### src/sv/tsp_pkg.sv
package tsp_pkg;

    // Result status codes.
    typedef enum logic [1:0] {
        ST_OK         = 2'd0,
        ST_SEPARATORS = 2'd1,
        ST_BAD_CHAR   = 2'd2
    } status_t;

    // Characters that carry meaning in a time string.
    localparam logic [7:0] CH_MINUS = 8'h2D;
    localparam logic [7:0] CH_DOT   = 8'h2E;
    localparam logic [7:0] CH_COLON = 8'h3A;
    localparam logic [7:0] CH_ZERO  = 8'h30;
    localparam logic [7:0] CH_NINE  = 8'h39;

    // Field numbering: 1 hours, 2 minutes, 3 seconds, 4 fraction.
    localparam int          NUM_FIELDS    = 4;
    localparam logic [2:0]  FIELD_FIRST   = 3'd1;
    localparam logic [2:0]  FIELD_COLON_LIMIT = 3'd4;
    localparam logic [2:0]  FIELD_DOT_LIMIT   = 3'd5;

    // Fraction digit count saturates here; nine places make nanoseconds.
    localparam logic [3:0]  FRAC_SAT      = 4'd10;
    localparam logic [3:0]  NANO_PLACES   = 4'd9;

    // A finished string waiting for its fraction to be scaled.
    typedef struct packed {
        logic        negative;
        logic [31:0] hours;
        logic [31:0] minutes;
        logic [31:0] seconds;
        logic [31:0] frac;
        logic [3:0]  scale_exp;
        status_t     status;
    } snap_t;

    // Powers of ten used to scale the fraction, modulo 2^32.
    function automatic logic [31:0] pow10(input logic [3:0] e);
        logic [31:0] r;
        case (e)
            4'd0:    r = 32'd1;
            4'd1:    r = 32'd10;
            4'd2:    r = 32'd100;
            4'd3:    r = 32'd1000;
            4'd4:    r = 32'd10000;
            4'd5:    r = 32'd100000;
            4'd6:    r = 32'd1000000;
            4'd7:    r = 32'd10000000;
            4'd8:    r = 32'd100000000;
            4'd9:    r = 32'd1000000000;
            default: r = 32'd1;
        endcase
        return r;
    endfunction

endpackage

### src/sv/tsp_parse.sv
module tsp_parse (
    input  logic           clk,
    input  logic           rst_n,
    input  logic [7:0]     char_code,
    input  logic           is_last,
    input  logic           in_valid,
    output logic           in_stall,
    output tsp_pkg::snap_t snap,
    output logic           snap_valid,
    input  logic           snap_take
);
    import tsp_pkg::*;

    logic [7:0]  char_reg;
    logic        last_reg;
    logic        in_valid_reg;
    logic        in_valid_next;

    logic        at_start_reg,  at_start_next;
    logic        sign_reg,      sign_next;
    logic [2:0]  field_reg,     field_next;
    logic [31:0] accum_reg  [NUM_FIELDS];
    logic [31:0] accum_next [NUM_FIELDS];
    logic        dot_reg,       dot_next;
    logic [3:0]  fdig_reg,      fdig_next;
    status_t     err_reg,       err_next;

    snap_t       snap_reg, snap_next;
    logic        snap_valid_reg, snap_valid_next;

    logic        consume;
    logic        accept;
    logic        is_digit;
    logic        do_digit;
    logic        do_count;
    logic [2:0]  field_inc;
    logic [1:0]  lane_sel;
    logic [31:0] digit_val;

    // The input word moves on unless it is a last character with the
    // result slot still occupied.
    assign consume       = in_valid_reg && (!last_reg || !snap_valid_reg || snap_take);
    assign in_stall      = in_valid_reg && !consume;
    assign accept        = in_valid && !in_stall;
    assign in_valid_next = accept || (in_valid_reg && !consume);
    assign snap_valid_next = (snap_valid_reg && !snap_take) || (consume && last_reg);

    assign field_inc = field_reg + 3'd1;
    assign lane_sel  = 2'(field_reg - 3'd1);
    assign digit_val = {24'd0, char_reg - CH_ZERO};

    always_comb
    begin
        at_start_next = at_start_reg;
        sign_next     = sign_reg;
        field_next    = field_reg;
        dot_next      = dot_reg;
        fdig_next     = fdig_reg;
        err_next      = err_reg;
        is_digit      = char_reg inside {[CH_ZERO:CH_NINE]};
        do_digit      = 1'b0;
        do_count      = 1'b0;
        for (int i = 0; i < NUM_FIELDS; i++)
        begin
            accum_next[i] = accum_reg[i];
        end

        if (consume)
        begin
            at_start_next = 1'b0;
            if (err_reg == ST_OK)
            begin
                if (at_start_reg && char_reg == CH_MINUS)
                begin
                    sign_next = 1'b1;
                end
                else if (char_reg == CH_COLON)
                begin
                    field_next = field_inc;
                    if (field_inc >= FIELD_COLON_LIMIT)
                        err_next = ST_SEPARATORS;
                    else
                        do_count = 1'b1;
                end
                else if (char_reg == CH_DOT)
                begin
                    field_next = field_inc;
                    if (field_inc >= FIELD_DOT_LIMIT)
                    begin
                        err_next = ST_SEPARATORS;
                    end
                    else
                    begin
                        dot_next  = 1'b1;
                        fdig_next = 4'd0;
                    end
                end
                else if (is_digit)
                begin
                    do_digit = 1'b1;
                    do_count = 1'b1;
                end
                else
                begin
                    err_next = ST_BAD_CHAR;
                end
            end

            if (do_count && dot_reg && fdig_reg < FRAC_SAT)
                fdig_next = fdig_reg + 4'd1;

            // Each field has its own multiply-by-ten; only the active one loads.
            for (int i = 0; i < NUM_FIELDS; i++)
            begin
                if (do_digit && lane_sel == 2'(i))
                    accum_next[i] = (accum_reg[i] << 3) + (accum_reg[i] << 1) + digit_val;
            end
        end

        // Result snapshot, built from the state after this character.
        snap_next = snap_reg;
        if (err_next != ST_OK)
        begin
            snap_next = '0;
            snap_next.status = err_next;
        end
        else
        begin
            snap_next.negative  = sign_next;
            snap_next.hours     = accum_next[0];
            snap_next.minutes   = accum_next[1];
            snap_next.seconds   = accum_next[2];
            snap_next.frac      = accum_next[3];
            snap_next.scale_exp = (dot_next && fdig_next < NANO_PLACES)
                                  ? (NANO_PLACES - fdig_next) : 4'd0;
            snap_next.status    = ST_OK;
        end
    end

    always_ff @(posedge clk or negedge rst_n)
    begin
        if (!rst_n)
        begin
            in_valid_reg   <= 1'b0;
            snap_valid_reg <= 1'b0;
            at_start_reg   <= 1'b1;
            sign_reg       <= 1'b0;
            field_reg      <= FIELD_FIRST;
            dot_reg        <= 1'b0;
            fdig_reg       <= 4'd0;
            err_reg        <= ST_OK;
            for (int i = 0; i < NUM_FIELDS; i++)
            begin
                accum_reg[i] <= 32'd0;
            end
        end
        else
        begin
            in_valid_reg   <= in_valid_next;
            snap_valid_reg <= snap_valid_next;
            if (consume && last_reg)
            begin
                // String done: start clean for the next one.
                at_start_reg <= 1'b1;
                sign_reg     <= 1'b0;
                field_reg    <= FIELD_FIRST;
                dot_reg      <= 1'b0;
                fdig_reg     <= 4'd0;
                err_reg      <= ST_OK;
                for (int i = 0; i < NUM_FIELDS; i++)
                begin
                    accum_reg[i] <= 32'd0;
                end
            end
            else
            begin
                at_start_reg <= at_start_next;
                sign_reg     <= sign_next;
                field_reg    <= field_next;
                dot_reg      <= dot_next;
                fdig_reg     <= fdig_next;
                err_reg      <= err_next;
                for (int i = 0; i < NUM_FIELDS; i++)
                begin
                    accum_reg[i] <= accum_next[i];
                end
            end
        end
    end

    always_ff @(posedge clk)
    begin
        if (accept)
        begin
            char_reg <= char_code;
            last_reg <= is_last;
        end
        if (consume && last_reg)
            snap_reg <= snap_next;
    end

    assign snap       = snap_reg;
    assign snap_valid = snap_valid_reg;

endmodule

### src/sv/tsp_scale.sv
module tsp_scale (
    input  logic           clk,
    input  logic           rst_n,
    input  tsp_pkg::snap_t snap,
    input  logic           snap_valid,
    output logic           snap_take,
    output logic           out_valid,
    input  logic           out_stall,
    output logic           negative,
    output logic [31:0]    hours,
    output logic [31:0]    minutes,
    output logic [31:0]    seconds,
    output logic [31:0]    nanos,
    output logic [1:0]     status
);
    import tsp_pkg::*;

    logic        out_valid_reg;
    logic        load;
    logic [31:0] nanos_scaled;
    logic        negative_reg;
    logic [31:0] hours_reg, minutes_reg, seconds_reg, nanos_reg;
    logic [1:0]  status_reg;

    // The output register refills whenever it is empty or being taken.
    assign load         = !out_valid_reg || !out_stall;
    assign snap_take    = load;
    // Only the low 32 bits of the product are kept, so a 32 by 32 multiply serves.
    assign nanos_scaled = snap.frac * pow10(snap.scale_exp);

    always_ff @(posedge clk or negedge rst_n)
    begin
        if (!rst_n)
            out_valid_reg <= 1'b0;
        else if (load)
            out_valid_reg <= snap_valid;
    end

    always_ff @(posedge clk)
    begin
        if (load && snap_valid)
        begin
            negative_reg <= snap.negative;
            hours_reg    <= snap.hours;
            minutes_reg  <= snap.minutes;
            seconds_reg  <= snap.seconds;
            nanos_reg    <= nanos_scaled;
            status_reg   <= 2'(snap.status);
        end
    end

    assign out_valid = out_valid_reg;
    assign negative  = negative_reg;
    assign hours     = hours_reg;
    assign minutes   = minutes_reg;
    assign seconds   = seconds_reg;
    assign nanos     = nanos_reg;
    assign status    = status_reg;

endmodule

### src/sv/time_string_parser.sv
// Time string parser. A string of the form [-]H:M:S[.fraction] arrives one
// character per word on the input channel (char_code, is_last, in_valid,
// in_stall); is_last marks the final character of each string. One result
// word leaves on the output channel (negative, hours, minutes, seconds,
// nanos, status, out_valid, out_stall) for each string, after its last
// character.
// Every input word first lands in an input register. The parse stage
// updates the field accumulators with a multiply-by-ten and add, and on the
// last character it captures a snapshot and clears its state, so the next
// string may start in the very next cycle. The scale stage multiplies the
// fraction by a power of ten from a table and fills the output register.
// One character is taken every cycle while in_stall is low. A result goes
// from the input register via the snapshot register to the output register.
// Reset empties all stages and returns the parser to the start of a string.
// When the receiver stalls, the output word holds; the snapshot register
// and then the input register still take words, and in_stall rises only
// when a last character sits in the input register while the snapshot and
// the output word are both held.
// A status other than zero reports a bad separator or character, and the
// other result fields are then zero.
module time_string_parser (
    input  logic        clk,
    input  logic        rst_n,
    input  logic [7:0]  char_code,
    input  logic        is_last,
    input  logic        in_valid,
    output logic        in_stall,
    output logic        out_valid,
    input  logic        out_stall,
    output logic        negative,
    output logic [31:0] hours,
    output logic [31:0] minutes,
    output logic [31:0] seconds,
    output logic [31:0] nanos,
    output logic [1:0]  status
);
    import tsp_pkg::*;

    snap_t snap;
    logic  snap_valid;
    logic  snap_take;

    tsp_parse u_parse (
        .clk        (clk),
        .rst_n      (rst_n),
        .char_code  (char_code),
        .is_last    (is_last),
        .in_valid   (in_valid),
        .in_stall   (in_stall),
        .snap       (snap),
        .snap_valid (snap_valid),
        .snap_take  (snap_take)
    );

    tsp_scale u_scale (
        .clk        (clk),
        .rst_n      (rst_n),
        .snap       (snap),
        .snap_valid (snap_valid),
        .snap_take  (snap_take),
        .out_valid  (out_valid),
        .out_stall  (out_stall),
        .negative   (negative),
        .hours      (hours),
        .minutes    (minutes),
        .seconds    (seconds),
        .nanos      (nanos),
        .status     (status)
    );

endmodule
### config.mk
export PLATFORM = sky130hd
export DESIGN_NAME = time_string_parser
export DESIGN_NICKNAME = d
export VERILOG_FILES = /design/src/sv/tsp_pkg.sv /design/src/sv/tsp_parse.sv /design/src/sv/tsp_scale.sv /design/src/sv/time_string_parser.sv
export SDC_FILE = /design/constraint.sdc
export NUM_CORES = 2
export LEC_CHECK = 0
export ABC_AREA = 0
export ABC_CLOCK_PERIOD_IN_PS = 11000
export BUFFER_PORTS_ARGS = -buffer_cell sky130_fd_sc_hd__buf_2
export CAP_MARGIN = 20
export CORE_MARGIN = 2
export CORE_UTILIZATION = 45
export DETAILED_ROUTE_END_ITERATION = 10
export GPL_TIMING_DRIVEN = 1
export HOLD_SLACK_MARGIN = 0.12
export PLACE_DENSITY = 0.63
export REMOVE_ABC_BUFFERS = 1
export SYNTH_ARGS = -nofsm -noshare
export SYNTH_HDL_FRONTEND = slang
export SYNTH_SLANG_ARGS = --single-unit
### constraint.sdc
create_clock -name clk -period 11 [get_ports clk]
set_input_delay 1.1 -clock clk [delete_from_list [all_inputs] [get_ports clk]]
set_output_delay 1.1 -clock clk [all_outputs]
set_load 0.005 [all_outputs]
==> run_results.csv <==
group,metric,value,unit
run_status,status,"finished clean",
detailed_routing,post_drt_wl_per_cell,17.8,µm
die,initial_core_util,0.455,
clock_network,htreeDepth,2,
timing,drv_slew,0,
timing,tightest_slew,1.13,ns
critical_path,cp_max_fo,23,
timing,max_freq,128,MHz
final_layout,synthToLayoutAreaGrowth,9.10,%
critical_path,cp_common_cell,"fa_1",
grt,grt_max_degree,143,
critical_path,crit_path_end_kind,"flop",
logic_synthesis,async_flop_share,0.324,
clock_network,insertion_delay,0.60,ns
grt,grt_pass1_wl,148,mm
placement,place.gp.congestion,0.879,
placement,placed_area,40800,µm²
timing,slew_headroom,0.246,
logic_synthesis,synth_seq_cells,441,
placement,port_buffers,145,
die,die_h,298,µm
detailed_routing,ant_nets,0,
detailed_routing,drc,0,
clock_network,numCtsBuffers,49,
placement,dpl.cell_count,4991,
die,core-area,85400,µm²
die,die-area,88800,µm²
clock_network,cts_resized,0,
critical_path,rr_startpoint,"u_parse.snap[15]",
hold_path,holdCritPathClass,"primary input to async pin",
logic_synthesis,syn_area_per_cell,10.2,µm²
clock_network,clock-sinks,441,
detailed_routing,detail_route.first_pass.iterations,5,
critical_path,critPathKind,"flop to flop",
grt,grt_pass1_vias,27600,
clock_network,cts_buffer_depth,3,
clock_network,cts-root-buf,"clkbuf_16",
final_layout,nets,4695,
critical_path,reg2reg_depth,25,
timing,fin_skew,0.0319,ns
critical_path,critPathArrivalTime,8.12,ns
die,core.rowCount,107,
clock_network,clk_pin_slew,0.06,ns
detailed_routing,via_per_inst,5.20,
logic_synthesis,ys_types,79,
grt,grtUsageTotal,0.208,
clock_network,post-cts-setup-buffers,0,
logic_synthesis,ys.flop_type,"edfxtp_1",
clock_network,cts_hold_buf,0,
logic_synthesis,yosysWarnings,0,
power_and_ir_drop,power_per_cell_area,152,nW/µm²
job,max_cap_violations,0,
final_layout,layout-drive-gt1-share,0.0734,
timing,setup_violations,0,
die,io_pins,146,
timing,min_period,7.78,ns
logic_synthesis,syn_area,38900,µm²
critical_path,cpMaxStageDelayCell,"edfxtp_1",
timing,rsz0062_at_grt,"no",
final_layout,finalInstanceArea,42400,µm²
detailed_routing,route.vias.total,26400,
power_and_ir_drop,p_leak,20.3,nW
placement,post-place-ws,3.16,ns
logic_synthesis,synthCells,3809,
critical_path,critPathLaunch,"u_parse.snap[15]",
timing,worst_slack,3.22,ns
detailed_routing,drtIter0Drc,1575,
critical_path,crit_required,11.33,ns
critical_path,rrSetupSlack,3.22,ns
critical_path,critPathMaxStageDelay,0.89,ns
timing,hold_viol_final,0,
critical_path,reg2reg_to,"u_scale.nanos[31]",
power_and_ir_drop,vdd_drop_max,0.000212,V
final_layout,final_cells,5082,
detailed_routing,wl,90.5,mm
grt,antenna_found_initial,1,
timing,tns,0,ns
logic_synthesis,synth_edf_count,275,
power_and_ir_drop,power.total,6.45,mW
logic_synthesis,seq_area_frac_synth,0.316,
placement,place_hpwl,69.1,mm
die,die_w,298,µm
critical_path,start_kind,"flop",
clock_network,cts_tree,"built",
timing,finalCritPeriodShare,0.708,
final_layout,largest_reg_flops,135,
grt,grt_overflow,0,
==> Yosys cell counts, types with 3 or more instances <==
cell type,number,share of area
o41ai_1,4,0.00090
nor4_1,4,0.00064
o211ai_1,16,0.0031
nor3b_1,7,0.0014
ha_1,352,0.11
a221oi_1,5,0.0011
a311oi_1,3,0.00068
o31ai_1,6,0.0012
or2_2,8,0.0013
nor3_1,41,0.0053
fa_1,432,0.22
nor2b_1,18,0.0029
a31oi_1,22,0.0035
o31a_1,6,0.0014
and3_1,20,0.0032
a211oi_1,36,0.0069
dfrtp_1,141,0.091
nand2b_1,26,0.0042
o2111ai_1,5,0.0011
nor2_1,347,0.033
or3_1,21,0.0034
inv_1,510,0.049
o21bai_1,10,0.0019
nand3_1,30,0.0039
o22ai_1,4,0.00064
a2111oi_0,3,0.00068
edfxtp_1,275,0.21
nand2_1,310,0.030
o21ai_1,3,0.00039
a31o_2,9,0.0020
o21a_1,26,0.0050
xor2_1,49,0.011
a21boi_0,9,0.0017
nand4_1,8,0.0013
a41oi_1,3,0.00068
xnor2_1,115,0.026
and4_1,4,0.00090
clkbuf_1,136,0.013
a21o_1,56,0.011
o21ai_0,93,0.012
mux2i_1,46,0.012
dfxtp_1,23,0.012
a21oi_1,182,0.023
a2bb2oi_1,4,0.00090
and2_1,339,0.055
==> cell type report <==
| cell class | instances | area, µm² |
|---|---|---|
| Antenna cell | 1 | 2.50 |
| Clock buffer | 66 | 1370 |
| Sequential cell | 441 | 12300 |
| Timing Repair Buffer | 175 | 957 |
| Tap cell | 1144 | 1430 |
| Fill cell | 7922 | 43000 |
| Multi-Input combinational cell | 2719 | 24200 |
| Clock inverter | 24 | 262 |
| Inverter | 512 | 1930 |
==> layout by cell type (no fill, tap or decap), types with 7 or more instances in the layout <==
master,Yosys,layout
inv_1,510,510
fa_1,432,432
ha_1,352,352
nor2_1,347,347
and2_1,339,339
nand2_1,310,308
edfxtp_1,275,275
a21oi_1,182,182
buf_2,0,144
dfrtp_1,141,141
xnor2_1,115,115
o21ai_0,93,93
a21o_1,56,56
clkbuf_16,0,50
xor2_1,49,49
mux2i_1,46,46
nor3_1,41,41
a211oi_1,36,36
nand3_1,30,30
buf_4,0,30
nand2b_1,26,26
o21a_1,26,26
dfxtp_1,23,23
a31oi_1,22,22
or3_1,21,21
and3_1,20,20
nor2b_1,18,18
o211ai_1,16,16
o21bai_1,10,10
clkbuf_1,136,10
a31o_2,9,9
a21boi_0,9,8
nand4_1,8,8
or2_2,8,8
nor3b_1,7,7
==> logic make-up (layout without fill, tap and decap cells) <==
logic type               count (synthesis)  after routing  synth area share
multiplexers                            48             48            0.0125
XOR/XNOR                               165            165            0.0373
AO/OA/AOI/OAI                          527            527            0.0866
buffers and inverters                  649            777            0.0626
AND/OR/NAND/NOR                       1195           1195             0.149
other                                    0              1                 0
adder cells (fa/ha/maj)                784            784             0.336
flip-flops                             441            441             0.316
==> how the worst max path moves through the flow <==
stage	to	cells after the start	slack, ns
6_report	u_scale.nanos[31]	25	3.22
5_1_grt	u_scale.nanos[31]	25	2.76
4_1_cts	u_scale.nanos[31]	25	3.14
3_5_place_dp	u_scale.nanos[31]	25	3.16
3_3_place_gp	u_scale.nanos[31]	25	3.31
2_1_floorplan	u_scale.hours[0]	1	-0.35
==> routing by layer <==
metal,routed length (µm),track usage,part of all wire,vias up
met3,3720,0.0265,0.041,122
met4,2520,0.0611,0.028,0
met2,42400,0.340,0.47,507
li1,-,-,-,12600
met5,0,0,0,-
met1,41900,0.290,0.46,13200
==> critical path, delay by kind of cell, from the launching register on <==
kind / cells / cell delay, ns
flops: 1 / 0.89
buf+inv: 5 / 0.30
simple gates: 4 / 0.81
compound gates: 6 / 1.22
xor+xnor: 1 / 0.13
fa+ha+maj: 9 / 4.16
==> power by group <==
| group | switching [mW] | internal [mW] |
|---|---|---|
| clock | 0.697 | 0.959 |
| combinational | 1.57 | 1.18 |
| sequential | 0.0633 | 1.98 |
==> through the flow <==
step,util,hold WS [ns]
2_1_floorplan,-,0.400
3_3_place_gp,0.478,0.402
3_5_place_dp,0.478,0.405
4_1_cts,0.497,0.384
5_1_grt,0.497,0.404
6_report,0.497,0.402
Power figures use the tool's default switching activity.
